==> src/sv/edge_non_max_suppression_macros.svh <==
// Assertion shorthands for edge_non_max_suppression.sv, which checks its own logic.
// Every property is sampled on the rising edge of clk and is switched off in reset.
`ifndef EDGE_NON_MAX_SUPPRESSION_MACROS_SVH
`define EDGE_NON_MAX_SUPPRESSION_MACROS_SVH

// The condition holds on every clock edge.
`define ENMS_ASSERT_ALWAYS(label, cond, msg) \
  label: assert property (@(posedge clk) disable iff (rst) (cond)) else $error(msg);

// Whenever ante holds, cons holds on the same edge.
`define ENMS_ASSERT_IMPLIES(label, ante, cons, msg) \
  label: assert property (@(posedge clk) disable iff (rst) (ante) |-> (cons)) else $error(msg);

// Whenever ante holds, cons holds on the following edge.
`define ENMS_ASSERT_NEXT(label, ante, cons, msg) \
  label: assert property (@(posedge clk) disable iff (rst) (ante) |=> (cons)) else $error(msg);

`endif

==> src/sv/enms_pkg.sv <==
package enms_pkg;

  localparam int MAX_WIDTH_DEFAULT = 1024;
  localparam int MAG_BITS_DEFAULT  = 16;

  localparam int MIN_SIZE      = 3;
  localparam int WIDTH_RESET   = 640;
  localparam int HEIGHT_RESET  = 480;
  localparam int Q_QUARTER_PI  = 6434;
  localparam int Q_HALF_PI     = 12868;

  // Configuration port.
  localparam int ADDR_BITS = 3;
  localparam logic [ADDR_BITS-3:0] REG_WIDTH  = 1'b0;
  localparam logic [ADDR_BITS-3:0] REG_HEIGHT = 1'b1;

  // Result queue.
  localparam int OUT_DEPTH  = 4;
  localparam int PTR_BITS   = $clog2(OUT_DEPTH);
  localparam int LEVEL_BITS = $clog2(OUT_DEPTH + 1);

  // Gradient direction codes.
  localparam logic [1:0] DIR_OTHER  = 2'd0;
  localparam logic [1:0] DIR_STEEP  = 2'd1;
  localparam logic [1:0] DIR_RISING = 2'd2;
  localparam logic [1:0] DIR_FLAT   = 2'd3;

  typedef struct packed {
    logic [15:0]        magnitude_in;
    logic signed [15:0] angle_in;
    logic               frame_start;
  } pix_in_t;

  typedef struct packed {
    logic [15:0] edge_out;
    logic [9:0]  out_col;
    logic [15:0] out_row;
  } pix_out_t;

  // Position and flags of the centre pixel, passed from the line store to the window.
  typedef struct packed {
    logic        emit;
    logic        border;
    logic [9:0]  col;
    logic [15:0] row;
  } enms_tag_t;

  function automatic logic [1:0] angle_code(input logic signed [15:0] a);
    logic [1:0] code;
    if (a > Q_QUARTER_PI && a <= Q_HALF_PI) begin
      code = DIR_STEEP;
    end else if (a > 0 && a <= Q_QUARTER_PI) begin
      code = DIR_RISING;
    end else if (a > -Q_QUARTER_PI && a <= 0) begin
      code = DIR_FLAT;
    end else begin
      code = DIR_OTHER;
    end
    return code;
  endfunction

endpackage

==> src/sv/enms_out_fifo.sv <==
module enms_out_fifo
  import enms_pkg::*;
(
  input  logic                  clk,
  input  logic                  rst,
  input  logic                  push,
  input  pix_out_t              push_data,
  input  logic                  pop_ready,
  output logic                  out_valid,
  output pix_out_t              out_data,
  output logic [LEVEL_BITS-1:0] level
);

  pix_out_t            slots [OUT_DEPTH];
  logic [PTR_BITS-1:0] wr_ptr, rd_ptr;
  logic                pop;

  assign out_valid = (level != '0);
  assign out_data  = slots[rd_ptr];
  assign pop       = out_valid && pop_ready;

  always_ff @(posedge clk) begin
    if (rst) begin
      wr_ptr <= '0;
      rd_ptr <= '0;
      level  <= '0;
    end else begin
      if (push) begin
        wr_ptr <= (wr_ptr == PTR_BITS'(OUT_DEPTH - 1)) ? '0 : wr_ptr + 1'b1;
      end
      if (pop) begin
        rd_ptr <= (rd_ptr == PTR_BITS'(OUT_DEPTH - 1)) ? '0 : rd_ptr + 1'b1;
      end
      if (push && !pop) begin
        level <= level + 1'b1;
      end else if (pop && !push) begin
        level <= level - 1'b1;
      end
    end
  end

  always_ff @(posedge clk) begin
    if (push) begin
      slots[wr_ptr] <= push_data;
    end
  end

endmodule

==> config.mk <==
export PLATFORM = sky130hd
export DESIGN_NAME = enms_out_fifo
export DESIGN_NICKNAME = d
export VERILOG_FILES = /design/src/sv/edge_non_max_suppression_macros.svh /design/src/sv/enms_pkg.sv /design/src/sv/enms_out_fifo.sv
export SDC_FILE = /design/constraint.sdc
export NUM_CORES = 1
export LEC_CHECK = 0
export BUFFER_PORTS_ARGS = -buffer_cell sky130_fd_sc_hd__buf_2
export CAP_MARGIN = 30
export CORE_ASPECT_RATIO = 2
export CORE_MARGIN = 2
export CORE_UTILIZATION = 40
export CTS_CLUSTER_SIZE = 20
export DETAILED_ROUTE_END_ITERATION = 12
export PLACE_DENSITY = 0.71
export SYNTH_ARGS = -nofsm -noshare
export SYNTH_HDL_FRONTEND = slang
export SYNTH_SLANG_ARGS = --single-unit
==> constraint.sdc <==
create_clock -name clk -period 2.1 [get_ports clk]
set_clock_uncertainty 0.1 [all_clocks]
set_input_delay 0.315 -clock clk [delete_from_list [all_inputs] [get_ports clk]]
set_output_delay 0.315 -clock clk [all_outputs]
set_load 0.02 [all_outputs]
==> results of run 1 <==
[cells in the mapped netlist (all sizes together)]
master  instances  share of area
o21ai           1        0.00076
nand2           1        0.00057
mux2i           3         0.0046
ha              6          0.011
xor2            2         0.0027
fa              1         0.0030
nor2            5         0.0029
clkbuf          1        0.00057
edfxtp        168           0.77
nor3b           1         0.0011
dfxtp           9          0.027
buf             9          0.017
or3             3         0.0029
and2            4         0.0038
inv             4         0.0023
a21oi           3         0.0023
mux4           42           0.15
o31ai           1         0.0032
[flip-flops by register name, indices dropped and copies added (netlist names), named ones only]
name and count:
slots 168, level 3, wr_ptr 2, rd_ptr 2
[worst register-to-register path: stages (launching register included)]
cell and delay [ns]:
dfxtp_2 0.33, o31ai_4 0.25, ha_2 0.22, inv_1 0.05, fa_1 0.37, xor2_1 0.18, or3_1 0.31, a21oi_1 0.16
[stage by stage]
| stage | total power [W] | std cells |
|---|---|---|
| after global routing | 0.00987 | 642 |
| final | 0.00950 | 642 |
| after floorplan | 0.00560 | 264 |
| after CTS | 0.00960 | 641 |
| after detailed placement | 0.00617 | 564 |
| after global placement | 0.00612 | 564 |
[routing by layer]
layer  vias to the layer above  GRT usage
li1                       1433          -
met5                         -          0
met3                        11     0.0325
met2                        77      0.265
met1                      1637      0.158
met4                         0     0.0783
[how the worst max path moves through the flow]
stage	startpoint	end	slack (ns)	cells past startpoint
5_1_grt	register	out_data[29]	-0.16	4
3_3_place_gp	level[2]	level[2]	0.06	7
2_1_floorplan	level[2]	level[2]	0.002	7
3_5_place_dp	level[2]	level[2]	-0.05	7
6_report	register	out_data[33]	-0.09	4
4_1_cts	register	out_data[39]	-0.13	4
[layout by cell type, fill, tap and decap left out, drive strengths merged]
master,n
fa,1
clkbuf,18
o31ai,1
nor2,5
inv,9
dfxtp,9
nand2,1
clkinv,6
a21oi,3
edfxtp,168
dlygate4sd3,35
nor3b,1
mux2i,3
or3,3
ha,6
mux4,42
o21ai,1
buf,117
clkinvlp,3
and2,4
xor2,2
[what timing repair did]
| action | in CTS | in global routing |
|---|---|---|
| gates cloned | 3 | 0 |
| pin swaps | 1 | 1 |
| setup endpoints to repair | 39 | 42 |
| buffers inserted | 7 | 1 |
| hold buffers | 35 | 0 |
| endpoints found under the hold margin | 135 | 0 |
| resized for setup | 69 | 5 |
[power by group through the flow]
stage / logic, W / clock network, W / registers [W]
6_report: 0.00253 / 0.00283 / 0.00414
5_1_grt: 0.00268 / 0.00304 / 0.00415
4_1_cts: 0.00256 / 0.00290 / 0.00414
3_5_place_dp: 0.00192 / 0 / 0.00425
3_3_place_gp: 0.00188 / 0 / 0.00423
2_1_floorplan: 0.00139 / 0 / 0.00421
[logic make-up (layout without fill, tap and decap cells)]
kind of cell	count (synthesis)	count (layout)
flops	177	177
mux	45	45
simple gates	14	14
buf+inv	14	188
fa+ha+maj	7	7
compound gates	5	5
xor+xnor	2	2
[layout make-up]
cell class	count	area, sq um	area share
clock inverters	14	108	0.0125
repair buffers	152	1330	0.155
multi-input cells	73	1210	0.141
clock buffers	18	429	0.0500
inverters	4	15.0	0.00175
flip-flops and latches	177	5230	0.610
well taps	204	255	0.0297
==> metrics.csv, run 1 <==
metric,value,unit
status,finished with violations,
violations,negative setup slack,
crit_buf_inv,3,
fmax,457,MHz
critPathTopFamily,multiplexers,
critPathSlowestCell,mux4_2,
vdd_drop_max,740,uV
slew_viol_final,0,
grt_pass1_vias,3415,
tightest_slew,0.440,ns
nNetsFinal,478,
rr_worst_depth,7,
post-route-util,0.530,
antenna_cells,0,
power_density,1110,nW/um^2
htreeDepth,4,
drc_errors,0,
synth_area_per_cell,24.9,sq um
dr.pass1.iters,4,
syn_area,6570,sq um
cp_max_fo,7,
hold_slack,0.0238,ns
start_util,0.406,
required,1.68,ns
port_buffers,91,
drive_above_1_share,0.454,
holdPathEnd,slots[3][38],
drt_first_iter_violations,152,
yosys.area_share.simple,0.0112,
root_buffer,clkbuf_16,
cts_buffers,17,
rows,66,
maxSlewHeadroom,0.707,
swShare,0.269,
place_hpwl,7450,microns
insertion_delay,0.42,ns
pwr-share-clk,0.298,
syn-num-nets,317,
synth-xor-area-share,0.00267,
setup_viol,41,
wl_met1,4480,microns
fillers,1314,
critical_path.cell_chain,buf_4 -> buf_12 -> mux4_2 -> buf_6,
rrSetupSlack,0.06,ns
grt.overflow.total,0,
start_kind,register,
cts.sinks,177,
synth_warnings,0,
path_clk_slew,0.07,ns
num_io_pins,92,
synth_mux_area_frac,0.150,
num_vias,3158,
grt_setup_unrepaired,true,
power_frac_comb,0.266,
hold_path.class,primary input to register,
die-area,17500,sq um
fin_ws,-0.0883,ns
die_h,185,microns
rr_startpoint,level[0],
setup_tns,-2.29,ns
synth_fa_ha_area_frac,0.0145,
switchingPower,0.00256,W
post-route-min-period,2.19,ns
period_share,1.04,
synth_compound_area_frac,0.00629,
slowest_delay,0.55,ns
wl,12000,microns
worstSetupPathType,register to output port,
grt_max_degree,28,
cp.arrival,1.77,ns
core,16200,sq um
routed_via_density,4.92,
maxCapViolCount,0,
die_width,94.6,microns
p_leak,2.98,nW
wl_per_cell,18.7,microns
synth_top_family_by_area,multiplexers,
min-delay-start,push_data[38],
highest_layer,met4,
clk_path_buf_depth,2,
syn_to_final_growth,30.7,%
antenna_found_initial,0,
r2r_end,level[2],
yosysSeqAreaShare,0.796,
place_area,7340,sq um
synth.ff_latch_count,177,
ant_nets,0,
crit_path_end_kind,output port,
dp_slack,-0.0454,ns
met3_length,344,microns
hold_depth,1,
cts_tree,yes,
synthCells,264,
gp_congestion,0.703,
wl_met2,6900,microns
final_design_area_no_fill,8580,sq um
p_int,0.00694,W
synth_cell_types,21,
track_usage,0.147,
p_seq_frac,0.435,
grt_pass1_wl,18400,microns
timing.final.hold_violations,0,
(Power assumes the default switching activity.)
==> run 2, diff against run 1 <==
--- a/config.mk
+++ b/config.mk
@@ -5,6 +5,7 @@
 export SDC_FILE = /design/constraint.sdc
 export NUM_CORES = 1
 export LEC_CHECK = 0
+export ABC_AREA = 1
 export BUFFER_PORTS_ARGS = -buffer_cell sky130_fd_sc_hd__buf_2
 export CAP_MARGIN = 30
 export CORE_ASPECT_RATIO = 2
@@ -13,6 +14,7 @@
 export CTS_CLUSTER_SIZE = 20
 export DETAILED_ROUTE_END_ITERATION = 12
 export PLACE_DENSITY = 0.71
+export SLEW_MARGIN = 10
 export SYNTH_ARGS = -nofsm -noshare
 export SYNTH_HDL_FRONTEND = slang
 export SYNTH_SLANG_ARGS = --single-unit
==> constraint.sdc (replaced) <==
create_clock -name clk -period 2 [get_ports clk]
set_clock_uncertainty 0.1 [all_clocks]
set_input_delay 0.3 -clock clk [delete_from_list [all_inputs] [get_ports clk]]
set_output_delay 0.3 -clock clk [all_outputs]
set_load 0.02 [all_outputs]
==> metrics.csv, run 2 <==
metric,value,unit,change
multiInputGateArea,1390,sq um,+15%
crit_path_end_kind,output port,,
synth_cell_types,19,,-9.5%
async_flop_share,0,,unchanged
busiest_layer,met2,,
cts_buffers,17,,unchanged
final_common_cell,edfxtp_1,,
grt_use_met2,0.301,,+0.0360
synthCells,470,,+78%
synth_area_leaders,"edfxtp_1 (75%), nor2_1 (5.2%), o21ai_0 (4.9%)",,
antenna_cells,0,,unchanged
fillers,1260,,-4.1%
setup_viol,5,,-88%
nNetsFinal,668,,+40%
synth_top_area_cell,edfxtp_1,,
path_clk_slew,0.06,ns,about the same
synth_area_per_cell,14.2,sq um,-43%
die-area,17800,sq um,+1.8%
num_io_pins,92,,unchanged
gp_congestion,0.737,,+4.9%
synth_top_flop_cell,edfxtp_1,,
largest_register_ffs,168,,unchanged
start_kind,register,,
hold_path.class,primary input to register,,
worstSetupPathType,register to output port,,
grt_max_degree,43,,+54%
cts.sinks,177,,unchanged
drc_errors,0,,unchanged
layout_common_cells,"edfxtp_1 (168), nor2_1 (91), buf_2 (56), o21ai_0 (45), dlygate4sd3_1 (39)",,
port_buffers,91,,unchanged
slowest_delay,0.36,ns,-0.19 ns
power_density,1230,nW/um^2,+11%
slew_viol_final,0,,unchanged
register_area,5230,sq um,about the same
place_area,7430,sq um,+1.3%
insertion_delay,0.42,ns,about the same
die_h,187,microns,+0.91%
place_hpwl,8320,microns,+12%
synth.ff_latch_count,177,,unchanged
grt_setup_unrepaired,true,,
period_share,1.01,,
final_design_area_no_fill,8940,sq um,+4.2%
rows,66,,unchanged
gr-usage-met1,0.173,,+0.0151
clk_path_buf_depth,2,,unchanged
dr.pass1.iters,7,,+3
die_width,95.4,microns,+0.89%
cp.arrival,1.63,ns,-0.14 ns
dp_cells,752,,+33%
syn_area,6690,sq um,+1.9%
hold_slack,0.0227,ns,-0.00110 ns
cp_max_fo,10,,+3
htreeDepth,4,,unchanged
maxSlewHeadroom,0.813,,+0.106
post-route-min-period,2.03,ns,
track_usage,0.168,,+0.0205
status,finished with violations,,
largest-register,slots,,
grt_pass1_wl,22100,microns,+20%
synth_warnings,0,,unchanged
synth_top_area_share,0.754,,-0.0141
timing.final.hold_violations,0,,unchanged
grt_pass1_vias,4430,,+30%
reg_top3,"slots (168), level (3)",,
wl,15500,microns,+29%
fin_ws,-0.0255,ns,+0.0628 ns
antenna_found_initial,0,,unchanged
p_leak,3.26,nW,+9.2%
start_util,0.409,,+0.00340
yosysSeqAreaShare,0.781,,-0.0146
cts_tree,yes,,
violations,negative setup slack,,
grt.overflow.total,0,,unchanged
vdd_drop_max,787,uV,+6.3%
synth_most_common_cell,edfxtp_1,,
drt_first_iter_violations,302,,+99%
syn_to_final_growth,33.7,%,
ys_top_cells_by_count,"edfxtp_1 (168), nor2_1 (93), o21ai_0 (65), o22ai_1 (42), o21ai_1 (22)",,
syn-num-nets,523,,+65%
num_vias,4403,,+39%
synth_edf_count,168,,unchanged
finalNonFillerCells,832,,+30%
ant_nets,0,,unchanged
fmax,494,MHz,
critical_path.cell_chain,clkinvlp_4 -> buf_12 -> clkbuf_16 -> o21ai_1 -> o22ai_1 -> buf_4,,
core,16400,sq um,+1.0%
root_buffer,clkbuf_16,,
required,1.60,ns,-0.08 ns
routed_via_density,5.29,,+7.6%
drive_above_1_share,0.298,,-0.157
met3_usage,0.0419,,+0.00935
maxCapViolCount,0,,unchanged
wl_per_cell,18.6,microns,-0.17%
tightest_slew,0.280,ns,-0.159 ns
critPathSlowestCell,dfxtp_4,,
power.total,0.0110,W,+15%
## run 2: changes by cell type after synthesis, sizes merged, moves of 12 or more
cell,change
nor2,+88
nand2,+12
inv,+13
o22ai,+42
mux4,-42
o21ai,+86
## run 2: timing repair
| item | in CTS | in global routing |
|---|---|---|
| setup endpoints to repair | 25 | 36 |
| cloned | 2 | 5 |
| hold buffers | 38 | 1 |
| buffers inserted | 0 | 2 |
| gates resized for setup | 31 | 85 |
| pin swaps | 1 | 12 |
| endpoints found under the hold margin | 146 | 4 |
## run 2: where the power goes
group          total (W)  switching (W)  internal (W)
logic            0.00343        0.00199       0.00144
clock network    0.00316        0.00132       0.00184
registers        0.00438       0.000112       0.00427
## run 2: worst max-delay path, delay by kind of cell, from the launching register on
| family | cells | cell delay (ns) |
|---|---|---|
| AOI/OAI and AO/OA | 2 | 0.24 |
| buffers and inverters | 4 | 0.60 |
| DFF | 1 | 0.36 |
## run 2: path summary, 6_finish.rpt
path	from	endpoint	slack [ns]	cells past startpoint
setup / recovery	register	out_data[7]	-0.03	6
hold / removal	push_data[37]	slots[3][37]	0.02	1
setup reg to reg	level[2]	level[2]	0.16	12
hold reg to reg	wr_ptr[1]	wr_ptr[1]	0.44	2
## run 2: kinds of logic after synthesis
logic type                 Yosys count  synth area share
DFF                                177             0.781
AOI/OAI and AO/OA                  133             0.107
and+or+nand+nor                    110            0.0630
buffers and inverters               43            0.0342
adders and majority gates            7            0.0142
## run 2: stage by stage
stage	setup slack, ns	TNS, ns	utilization
finish	-0.0255	-0.0568	0.547
global route	-0.0776	-1.91	0.547
CTS	-0.0203	-0.125	0.522
detailed placement	0.0779	0	0.455
global placement	0.264	0	0.455
floorplan	0.0208	0	-
## run 2: final cells by class
class | instances | share of cell area
flip-flops and latches | 177 | 0.585
repair buffers | 152 | 0.159
multi-input cells | 250 | 0.155
clock buffers | 20 | 0.0488
well taps | 204 | 0.0285
clock inverters | 12 | 0.0151
inverters | 17 | 0.00839
## run 2: routing by layer
metal  vias up  routed length (microns)
met3        25                      851
met5         -                        0
met2       178                     8750
met4         0                      426
met1      2157                     5490
li1       2043                        -
