$ cat src/sv/edge_non_max_suppression_macros.svh
// Assertion shorthands for edge_non_max_suppression.sv, which checks its own logic.
// Every property is sampled on the rising edge of clk and is switched off in reset.
`ifndef EDGE_NON_MAX_SUPPRESSION_MACROS_SVH
`define EDGE_NON_MAX_SUPPRESSION_MACROS_SVH

// The condition holds on every clock edge.
`define ENMS_ASSERT_ALWAYS(label, cond, msg) \
  label: assert property (@(posedge clk) disable iff (rst) (cond)) else $error(msg);

// Whenever ante holds, cons holds on the same edge.
`define ENMS_ASSERT_IMPLIES(label, ante, cons, msg) \
  label: assert property (@(posedge clk) disable iff (rst) (ante) |-> (cons)) else $error(msg);

// Whenever ante holds, cons holds on the following edge.
`define ENMS_ASSERT_NEXT(label, ante, cons, msg) \
  label: assert property (@(posedge clk) disable iff (rst) (ante) |=> (cons)) else $error(msg);

`endif

$ cat src/sv/enms_pkg.sv
package enms_pkg;

  localparam int MAX_WIDTH_DEFAULT = 1024;
  localparam int MAG_BITS_DEFAULT  = 16;

  localparam int MIN_SIZE      = 3;
  localparam int WIDTH_RESET   = 640;
  localparam int HEIGHT_RESET  = 480;
  localparam int Q_QUARTER_PI  = 6434;
  localparam int Q_HALF_PI     = 12868;

  // Configuration port.
  localparam int ADDR_BITS = 3;
  localparam logic [ADDR_BITS-3:0] REG_WIDTH  = 1'b0;
  localparam logic [ADDR_BITS-3:0] REG_HEIGHT = 1'b1;

  // Result queue.
  localparam int OUT_DEPTH  = 4;
  localparam int PTR_BITS   = $clog2(OUT_DEPTH);
  localparam int LEVEL_BITS = $clog2(OUT_DEPTH + 1);

  // Gradient direction codes.
  localparam logic [1:0] DIR_OTHER  = 2'd0;
  localparam logic [1:0] DIR_STEEP  = 2'd1;
  localparam logic [1:0] DIR_RISING = 2'd2;
  localparam logic [1:0] DIR_FLAT   = 2'd3;

  typedef struct packed {
    logic [15:0]        magnitude_in;
    logic signed [15:0] angle_in;
    logic               frame_start;
  } pix_in_t;

  typedef struct packed {
    logic [15:0] edge_out;
    logic [9:0]  out_col;
    logic [15:0] out_row;
  } pix_out_t;

  // Position and flags of the centre pixel, passed from the line store to the window.
  typedef struct packed {
    logic        emit;
    logic        border;
    logic [9:0]  col;
    logic [15:0] row;
  } enms_tag_t;

  function automatic logic [1:0] angle_code(input logic signed [15:0] a);
    logic [1:0] code;
    if (a > Q_QUARTER_PI && a <= Q_HALF_PI) begin
      code = DIR_STEEP;
    end else if (a > 0 && a <= Q_QUARTER_PI) begin
      code = DIR_RISING;
    end else if (a > -Q_QUARTER_PI && a <= 0) begin
      code = DIR_FLAT;
    end else begin
      code = DIR_OTHER;
    end
    return code;
  endfunction

endpackage

$ cat src/sv/enms_window.sv
module enms_window
  import enms_pkg::*;
#(
  parameter int MAG_BITS = MAG_BITS_DEFAULT
) (
  input  logic                clk,
  input  logic                rst,
  input  logic                shift,
  input  logic [MAG_BITS-1:0] up,
  input  logic [MAG_BITS-1:0] mid,
  input  logic [MAG_BITS-1:0] cur,
  input  logic [1:0]          mid_code,
  input  enms_tag_t           tag,
  output logic                res_valid,
  output pix_out_t            res
);

  logic [MAG_BITS-1:0] win [9];
  logic [1:0]          code_d [2];
  enms_tag_t           s2_tag;
  logic                s2_valid;
  logic [MAG_BITS-1:0] centre;
  logic                vert, diag_down, horiz, diag_up, keep;

  always_ff @(posedge clk) begin
    if (rst) begin
      for (int i = 0; i < 9; i++) begin
        win[i] <= '0;
      end
      code_d[0] <= DIR_OTHER;
      code_d[1] <= DIR_OTHER;
      s2_valid  <= 1'b0;
    end else begin
      s2_valid <= shift && tag.emit;
      if (shift) begin
        for (int i = 0; i < 3; i++) begin
          win[i*3]     <= win[i*3 + 1];
          win[i*3 + 1] <= win[i*3 + 2];
        end
        win[2]    <= up;
        win[5]    <= mid;
        win[8]    <= cur;
        code_d[0] <= mid_code;
        code_d[1] <= code_d[0];
      end
    end
  end

  always_ff @(posedge clk) begin
    if (shift) begin
      s2_tag <= tag;
    end
  end

  // Each pair test: both neighbours strictly below the centre.
  assign centre    = win[4];
  assign vert      = (win[1] < centre) && (win[7] < centre);
  assign diag_down = (win[8] < centre) && (win[0] < centre);
  assign horiz     = (win[5] < centre) && (win[3] < centre);
  assign diag_up   = (win[2] < centre) && (win[6] < centre);

  always_comb begin
    case (code_d[1])
      DIR_STEEP:  keep = vert || diag_down;
      DIR_RISING: keep = diag_down || horiz;
      DIR_FLAT:   keep = horiz || diag_up;
      default:    keep = diag_up || vert;
    endcase
  end

  assign res_valid    = s2_valid;
  assign res.edge_out = (keep && !s2_tag.border) ? 16'(centre) : 16'd0;
  assign res.out_col  = s2_tag.col;
  assign res.out_row  = s2_tag.row;

endmodule

$ cat config.mk
export PLATFORM = sky130hd
export DESIGN_NAME = enms_window
export DESIGN_NICKNAME = d
export VERILOG_FILES = /design/src/sv/edge_non_max_suppression_macros.svh /design/src/sv/enms_pkg.sv /design/src/sv/enms_window.sv
export SDC_FILE = /design/constraint.sdc
export NUM_CORES = 1
export LEC_CHECK = 0
export ABC_AREA = 1
export BUFFER_PORTS_ARGS = -buffer_cell sky130_fd_sc_hd__buf_2
export CORE_UTILIZATION = 30
export DETAILED_ROUTE_END_ITERATION = 8
export PLACE_DENSITY_LB_ADDON = 0.1
export SLEW_MARGIN = 10
export SYNTH_ARGS = -nofsm -noshare
export SYNTH_HDL_FRONTEND = slang
export SYNTH_SLANG_ARGS = --single-unit
$ cat constraint.sdc
create_clock -name clk -period 2.7 [get_ports clk]
set_input_delay 0.405 -clock clk [delete_from_list [all_inputs] [get_ports clk]]
set_output_delay 0.405 -clock clk [all_outputs]
set_load 0.02 [all_outputs]
==> flow_summary.toml, run 1 <==
[floorplanning]
ioPinCount = 124
initial_utilization_pct = 30.8
die_w_um = 180
die_h_um = 180
dieArea_um2 = 32300
fp-row-count = 64
core_um2 = 30800

[route]
wl_per_cell_um = 14.2
drt_wl_total_mm = 21.0
top_layer = "met4"
drt-pass1-iter-count = 6
vias_per_cell = 4.27
num_vias = 6339
wl_met2_mm = 10.6
met3_wirelength_um = 547
drc = 1
drt_iter0_drc = 229
final_antenna_net_count = 0
drt-met1-wl_mm = 9.67

[place]
port_buffers = 123
place_congestion = 0.727
place_hpwl_mm = 14.2
dp_cells = 1434

[synthesis]
synth_top_area_share_pct = 55.4
synth_cells = 932
ys_warn_count = 0
synthTopCellsByArea = "edfxtp_1 55%, ha_1 16%, nor2_1 7.3%"
ys_types = 28
syn_nets = 1133
syn-cell-area_um2 = 9490
yosys_register_bits = 176
syn_area_per_cell_um2 = 10.2
yosys.area.top_type = "edfxtp_1"
synth-seq-area-share_pct = 55.6

[clock_tree]
ctsHoldBuffers = 0
cts_tree = "built"
clock_path_buffers = 2
numCtsBuffers = 17
clock_latency_ns = 0.44
htree_levels = 4
clockRootBuffer = "clkbuf_16"
path_clk_slew_ns = 0.07
cts_sinks = 176

[power_and_ir_drop]
powerDensity_nw_per_um2 = 593
p_leak_nw = 5.50
ir_drop_uv = 455
finalPower_mw = 7.24

[global_routing]
antenna_found_initial = 0
first_global_vias = 6547
grt_max_degree = 69
grt.overflow.total = 0
grt_pass1_wl_mm = 34.3
grtUsageTotal_pct = 13.7

[worst_setup_path]
end_kind = "output pin"
slowest_delay_ns = 0.38
path_class = "reg2out"
required_ns = 2.30
cp_max_fo = 4
start_kind = "register"
slowest_stage = "edfxtp_1"
cp.arrival_ns = 2.69
path_cells = "inv_2 > buf_12 > buf_16 > ha_4 > nand2_1 > inv_1 > o21ai_0 > a21oi_1 > nor2_2 > nand4_1 > nand4_1 > nand3_4 > buf_6 > nor2_2 > buf_6"

[sta]
setup_viol = 16
grt_setup_unrepaired = "true"
worstMarginPinSlew_ns = 0.429
period_minus_slack_ns = 3.09
min_period_over_period_pct = 115
worst_slack_ns = -0.394
maxSlewViolCount = 0
hold_viol = 0
slew_headroom_pct = 71.4
max_freq_mhz = 323
hold_slack_ns = 0.140
finClkSkew_ns = 0.0154

[finish]
n_antenna_cell = 0
layout.nets = 1278
fillers = 3021
syn_to_final_growth_pct = 28.8
fin_cells = 1485
final_layout_size_suffix_gt1_share_pct = 26.2
fin_util_pct = 39.6

[worst_hold_path]
hold_class = "in2reg"

[run]
cap_violations = 0

[run_status]
violations = "DRC, setup timing"
status = "finished with violations"
critical path, delay by kind of cell, from the launching register on:
| family | cells | cell delay, ns |
|---|---|---|
| AO/OA/AOI/OAI | 2 | 0.23 |
| adder cells (fa/ha/maj) | 1 | 0.20 |
| buffers and inverters | 6 | 0.70 |
| flip-flops | 1 | 0.38 |
| AND/OR/NAND/NOR | 6 | 0.74 |
per-stage QoR:
step           worst slack, ns  TNS, ns  area, um^2
3_5_place_dp            -0.145    -1.94       10700
4_1_cts                 -0.400    -6.24       12100
3_3_place_gp            -0.179    -1.88       10700
2_1_floorplan           0.0315        0        9490
5_1_grt                 -0.522    -8.10       12200
6_report                -0.394    -5.88       12200
layer usage:
layer,up-vias,track usage (%)
met5,-,0
met4,0,3.79
met3,8,2.92
met2,72,23.9
met1,2945,17.0
li1,3314,-
what timing repair did:
| item | 4_1_cts | 5_1_grt |
|---|---|---|
| buffers inserted | 15 | 3 |
| gates resized for setup | 110 | 21 |
| cloned | 2 | 0 |
| pin swaps | 26 | 10 |
| setup endpoints to repair | 16 | 16 |
| hold endpoints to repair | 0 | 0 |
synth_stat cells:
| master | number |
|---|---|
| a211oi_1 | 1 |
| a21oi_1 | 45 |
| buf_1 | 2 |
| buf_4 | 26 |
| buf_6 | 1 |
| clkbuf_1 | 14 |
| dfxtp_1 | 1 |
| edfxtp_1 | 175 |
| ha_1 | 120 |
| inv_1 | 175 |
| inv_2 | 1 |
| nand2_1 | 118 |
| nand2_2 | 1 |
| nand3_1 | 14 |
| nand3_2 | 1 |
| nand3b_1 | 1 |
| nand4_1 | 11 |
| nor2_1 | 184 |
| nor2_2 | 10 |
| nor3_1 | 6 |
| nor3b_1 | 1 |
| nor4_1 | 3 |
| o21a_1 | 6 |
| o21ai_0 | 9 |
| o21ai_1 | 1 |
| o21ai_2 | 3 |
| o21bai_1 | 1 |
| or2_2 | 1 |
layout make-up:
| class | instances | area, um^2 | share of cell area [%] |
|---|---|---|---|
| Multi-Input combinational cell | 537 | 3800 | 31.1 |
| Timing Repair Buffer | 169 | 1370 | 11.2 |
| Tap cell | 396 | 495 | 4.06 |
| Clock buffer | 17 | 425 | 3.48 |
| Clock inverter | 14 | 184 | 1.51 |
| Inverter | 176 | 668 | 5.47 |
| Sequential cell | 176 | 5280 | 43.2 |
power by group:
part           total, mW  switching (mW)  internal, mW
registers           3.31           0.102          3.21
clock network       2.61            1.14          1.47
logic               1.31           0.749         0.565
logic make-up after synthesis:
family                   after synthesis  share of synthesized area (%)
flip-flops                           176                           55.6
buffers and inverters                219                           9.77
AND/OR/NAND/NOR                      351                           15.0
AO/OA/AOI/OAI                         66                           3.81
adder cells (fa/ha/maj)              120                           15.8
path summary, 6_finish.rpt:
path	from	endpoint	slack, ns	cells after the start
worst max register to register	win[0][79]	win[0][63]	1.39	6
worst min register to register	code_d[0][1]	code_d[0][3]	0.55	2
worst min-delay path	tag[14]	res[14]	0.14	1
worst max-delay path	win[0][73]	res[27]	-0.39	15
placed cells by master, fill, tap and decap left out, types with 5 or more instances in the layout:
master     count
a21oi_1       36
a21oi_2        9
buf_12        21
buf_2        108
buf_4         20
buf_6         18
clkbuf_16     17
edfxtp_1     175
ha_1         101
ha_4          19
inv_1        167
inv_2          7
nand2_1      108
nand2_2       10
nand3_1        7
nand3_2        7
nand4_1       11
nor2_1       173
nor2_2         5
nor2_4        16
o21a_1         6
o21ai_1        7
registers in the layout (all words and copies together), names as in the netlist:
signal	count
s2_tag	1
res	26
win	144
res_valid	1
code_d	4
Note: power is estimated with default switching activity, not from simulation.
==> run 2: changes to the inputs <==
Settings changed: ABC_AREA 1 to unset, CTS_CLUSTER_SIZE set to 20.
==> run 2 against run 1 <==
The run ends with setup timing left. Total power increased by 1.2%. Sequential power barely moved. Critical endpoint is now res[34]. Worst setup slack got worse by 0.55 ns. Clock power fell by 2%. Routed wire length up 5.1%. Synthesized cell count shrank 24%. First-iteration DRC count grew 16%. Critical path depth fell by 2. Register-to-register slack better by 0.36 ns. Core utilization up 0.070 points. Non-clock buffer count is 40 higher. Sequential share of layout area grew 0.26 points.
==> flow_summary.toml, run 2 <==
[route]
drt_wl_total_mm = 22.1
drt-pass1-iter-count = 6
drc = 0
final_antenna_net_count = 0
drt_iter0_drc = 265
wl_per_cell_um = 17.0
vias_per_cell = 4.64
num_vias = 6016

[floorplanning]
fp-row-count = 64
die_h_um = 178
initial_utilization_pct = 30.4
die_w_um = 178
core_um2 = 30600
dieArea_um2 = 31700
ioPinCount = 124

[sta]
worst_slack_ns = -0.945
maxSlewViolCount = 0
slew_headroom_pct = 70.7
max_freq_mhz = 274
min_period_over_period_pct = 135
worstMarginPinSlew_ns = 0.439
period_minus_slack_ns = 3.65
fin_tns_setup_ns = -14.17
hold_viol = 0
setup_viol = 16
grt_setup_unrepaired = "true"
finClkSkew_ns = 0.0115

[finish]
fin_util_pct = 39.7
fin_cells = 1297
final_cell_mix = "175 x edfxtp_1, 149 x and2_1, 109 x ha_1"
largest_register_ffs = 144
syn_to_final_growth_pct = 30.5
regArea_um2 = 5280
layout.nets = 1091
n_antenna_cell = 0
multiInputGateArea_um2 = 4170
mostFrequentLayoutCell = "edfxtp_1"
largest-register = "win"
fillers = 2944
final_layout_size_suffix_gt1_share_pct = 35.5

[worst_setup_path]
end_kind = "output pin"
cp_max_fo = 7
cpLargestDelayFamily = "compound AO/OA/AOI/OAI gates"
path_cells = "inv_4 > buf_6 > ha_4 > a21oi_2 > nand2_2 > a2111oi_4 > o21ai_2 > o31ai_4 > o221ai_4 > buf_12 > buf_12 > a211oi_4 > buf_6"
worstPathBufferInverterCount = 5
start_kind = "register"
cp.arrival_ns = 3.24
slowest_delay_ns = 0.43
timing.rr.end = "win[0][48]"
rr_worst_depth = 2
required_ns = 2.30
slowest_stage = "edfxtp_1"
path_class = "reg2out"
r2r_start = "win[0][64]"
r2r_setup_slack_ns = 1.75

[power_and_ir_drop]
finalPower_mw = 7.32
powerDensity_nw_per_um2 = 603
p_leak_nw = 4.95
ir_drop_uv = 436

[clock_tree]
clock_path_buffers = 2
clock_latency_ns = 0.44
numCtsBuffers = 17
cts_tree = "built"
clockRootBuffer = "clkbuf_16"
path_clk_slew_ns = 0.07
cts_sinks = 176
htree_levels = 4
ctsHoldBuffers = 0

[synthesis]
synthTopCellsByArea = "edfxtp_1 56%, ha_1 16%, and2_1 10%"
synth-seq-area-share_pct = 56.7
syn-cell-area_um2 = 9300
syn_area_per_cell_um2 = 13.2
yosys.area.top_type = "edfxtp_1"
synth_edf_count = 175
synth_most_common_cell = "edfxtp_1"
synth-async-reset-ratio_pct = 0
ys_types = 45
synth_flop_cell = "edfxtp_1"
syn_nets = 908
yosys_register_bits = 176
ys_warn_count = 0
synth_top_area_share_pct = 56.5
synthTopCellsByCount = "175 x edfxtp_1, 149 x and2_1, 120 x ha_1"
synth_cells = 707

[global_routing]
antenna_found_initial = 0
grtUsageTotal_pct = 14.6
first_global_vias = 6245
grt.overflow.total = 0
grt_max_degree = 72
grt_pass1_wl_mm = 34.3

[worst_hold_path]
hold_class = "in2reg"
min_from = "tag[24]"
hold_path_end = "res[24]"
hold_depth = 1

[run_status]
status = "finished with violations"
violations = "setup timing"

[place]
dp_cells = 1253
place_congestion = 0.769
place_hpwl_mm = 16.5
port_buffers = 123

[run]
cap_violations = 0
-- run 2: changes by cell type in the layout (fill, tap and decap cells not counted), sizes merged, moves of 5 or more --
cell    change
nand2b      +6
a211oi     +31
and2      +149
nor2      -180
o21a        -5
nand2      -98
inv       -159
buf        +40
o21ai       +9
a21oi       -8
-- run 2: routing by layer --
metal	global-route usage, %	vias to the layer above	part of all wire (%)
li1	-	2982	-
met1	19.0	2909	47
met2	23.7	104	48
met3	3.09	21	3.4
met4	5.45	0	1.6
met5	0	-	0
-- run 2: worst max-delay path by stage --
stage | from | endpoint | slack [ns] | depth (start not counted)
2_1_floorplan | win[0][78] | res[32] | -0.24 | 10
3_3_place_gp | win[0][78] | res[38] | -0.99 | 12
3_5_place_dp | win[0][78] | res[32] | -1.09 | 12
4_1_cts | win[0][78] | res[32] | -0.99 | 13
5_1_grt | win[0][78] | res[34] | -1.09 | 14
6_report | win[0][78] | res[34] | -0.95 | 13
-- run 2: layout make-up --
class | count | share of cell area [%]
flip-flops and latches | 176 | 43.4
multi-input cells | 469 | 34.3
repair buffers | 209 | 12.6
well taps | 396 | 4.08
clock buffers | 18 | 3.53
clock inverters | 12 | 1.32
inverters | 17 | 0.680
-- run 2: kinds of logic after synthesis --
kind of cell	after synthesis	synth area share (%)
AOI/OAI and AO/OA	116	8.82
adders and majority gates	120	16.1
buffers and inverters	62	3.67
DFF	176	56.7
and+or+nand+nor	233	14.7
-- run 2: repair_timing --
| action | in CTS | in global routing |
|---|---|---|
| pin swaps | 23 | 23 |
| endpoints found under the setup margin | 16 | 16 |
| buffers inserted | 11 | 3 |
| resized for setup | 57 | 43 |
| cloned | 1 | 0 |
-- run 2: worst reg2reg max path, stage by stage (launching register included) --
cell      delay, ns
edfxtp_1       0.42
buf_4          0.17
and2_1         0.13
-- run 2: power by group --
group	switching (mW)	total (mW)	internal [mW]
combinational	0.772	1.44	0.664
sequential	0.108	3.33	3.22
clock	1.10	2.56	1.46
-- run 2: metrics by stage --
stage	setup WS [ns]	hold WS, ns	cell area (um^2)
after global routing	-1.09	0.109	12100
after floorplan	-0.236	0.497	9480
after global placement	-0.989	0.521	11000
final	-0.945	0.138	12100
after CTS	-0.994	0.105	11900
after detailed placement	-1.09	0.517	11000
==> run 3: changes to the inputs <==
Settings changed: CELL_PAD_IN_SITES_DETAIL_PLACEMENT set to 2, CELL_PAD_IN_SITES_GLOBAL_PLACEMENT set to 2, CTS_CLUSTER_DIAMETER set to 80.
==> run 3 against run 2 <==
The flow still finishes with violations (setup timing). Sequential cell count unchanged. Clock power down 7%. Via count is 4.2% higher. Non-clock buffer count up 12. Cell area grew 1.2%. Global-route usage increased by 2.9 points. Critical endpoint is now res[33]. Largest cell class unchanged. Largest power group unchanged. Highest routed layer unchanged.
==> flow_summary.toml, run 3 (same netlist as run 2, synthesis figures left out) <==
[worst_setup_path]
cp_max_fo = 7
required_ns = 2.30
r2r_start = "win[0][64]"
end_kind = "output pin"
timing.rr.end = "win[0][48]"
path_class = "reg2out"
crit_top_cell = "buf_12"
start_kind = "register"
path_cells = "inv_4 > buf_6 > ha_4 > a21oi_2 > nand2_1 > a2111oi_4 > o21ai_2 > o31ai_4 > buf_12 > o221ai_4 > buf_12 > buf_12 > a211oi_4 > buf_6"
rr_worst_depth = 2
slowest_stage = "edfxtp_1"
cp.arrival_ns = 3.27
slowest_delay_ns = 0.45
r2r_setup_slack_ns = 1.57

[route]
drt_wl_total_mm = 26.5
drt_iter0_drc = 244
drt-pass1-iter-count = 7
drc = 0
final_antenna_net_count = 0
vias_per_cell = 4.79
wl_per_cell_um = 20.3
num_vias = 6270

[sta]
hold_viol = 0
max_freq_mhz = 272
finClkSkew_ns = 0.0103
setup_viol = 16
worstMarginPinSlew_ns = 0.575
period_minus_slack_ns = 3.67
grt_setup_unrepaired = "true"
min_period_over_period_pct = 136
worst_slack_ns = -0.975
maxSlewViolCount = 0
slew_headroom_pct = 61.6
hold_slack_ns = 0.121

[clock_tree]
clock_path_buffers = 2
clock_latency_ns = 0.45
clockRootBuffer = "clkbuf_16"
path_clk_slew_ns = 0.07
cts_tree = "built"
numCtsBuffers = 17
cts_sinks = 176
htree_levels = 4

[floorplanning]
core_um2 = 30600
die_h_um = 178
fp-row-count = 64
ioPinCount = 124
initial_utilization_pct = 30.4
dieArea_um2 = 31700
die_w_um = 178

[place]
placed_area_um2 = 10900
pre_cts_ws_ns = -0.865
port_buffers = 123
place_hpwl_mm = 19.2
place_congestion = 0.789
dp_cells = 1248

[finish]
final_cell_mix = "175 x edfxtp_1, 149 x and2_1, 111 x ha_1"
fin_util_pct = 40.2
largest-register = "win"
layout.nets = 1103
fin_cells = 1310
largest_register_ffs = 144
mostFrequentLayoutCell = "edfxtp_1"
final_layout_size_suffix_gt1_share_pct = 37.1
syn_to_final_growth_pct = 32.1
n_antenna_cell = 0
stdcell_area_um2 = 12300

[global_routing]
grt_pass1_wl_mm = 40.8
antenna_found_initial = 0
first_global_vias = 7140
grtUsageTotal_pct = 17.5
grt.overflow.total = 0
grt_max_degree = 77

[worst_hold_path]
hold_path_end = "res[4]"
min_from = "tag[4]"
hold_class = "in2reg"
hold_depth = 1

[run_status]
violations = "setup timing"
status = "finished with violations"

[power_and_ir_drop]
powerDensity_nw_per_um2 = 594
ir_drop_uv = 489
p_leak_nw = 5.01

[run]
cap_violations = 0
run 3: per-stage QoR:
step,power [mW],setup TNS [ns]
2_1_floorplan,4.13,-2.96
3_3_place_gp,4.61,-11.02
3_5_place_dp,4.70,-13.24
4_1_cts,7.32,-15.60
5_1_grt,7.64,-17.49
6_report,7.30,-14.82
run 3: layer usage:
layer	routed length (um)	GRT usage, %	part of all wire, %	vias up
met2	13500	30.7	51	91
met1	11900	21.7	45	3160
met5	0	0	0	-
li1	-	-	-	2997
met3	682	3.62	2.6	22
met4	434	4.67	1.6	0
run 3: worst max path at each step:
stage                    start  depth (start not counted)  endpoint  slack, ns
floorplan           win[0][78]                         10   res[32]      -0.24
global placement    win[0][78]                         12   res[31]      -0.71
detailed placement  win[0][78]                         12   res[33]      -0.86
CTS                 win[0][78]                         14   res[29]      -1.00
global route        win[0][78]                         14   res[33]      -1.15
finish              win[0][78]                         14   res[33]      -0.97
run 3: worst max-delay path, delay by kind of cell (launching register included):
kind                     cells  cell delay (ns)
flip-flops                   1             0.45
adder cells (fa/ha/maj)      1             0.21
buffers and inverters        6             0.83
AND/OR/NAND/NOR              1             0.10
AO/OA/AOI/OAI                6             1.20
run 3: final cells by class:
class	instances	area (um^2)
Clock buffer	18	429
Clock inverter	13	113
Fill cell	3068	18300
Inverter	17	93.8
Multi-Input combinational cell	469	4200
Sequential cell	176	5280
Tap cell	396	495
Timing Repair Buffer	221	1680
run 3: where the power goes:
| group | switching (mW) | internal (mW) |
|---|---|---|
| clock | 1.12 | 1.26 |
| combinational | 0.844 | 0.744 |
| sequential | 0.116 | 3.22 |
run 3: what timing repair did:
item                                   4_1_cts  5_1_grt
cloned                                       1        1
buffers inserted                            20       10
endpoints found under the hold margin        0        0
setup endpoints to repair                   16       16
resized for setup                           80       38
hold buffers                                 0        0
pin swaps                                   17       34
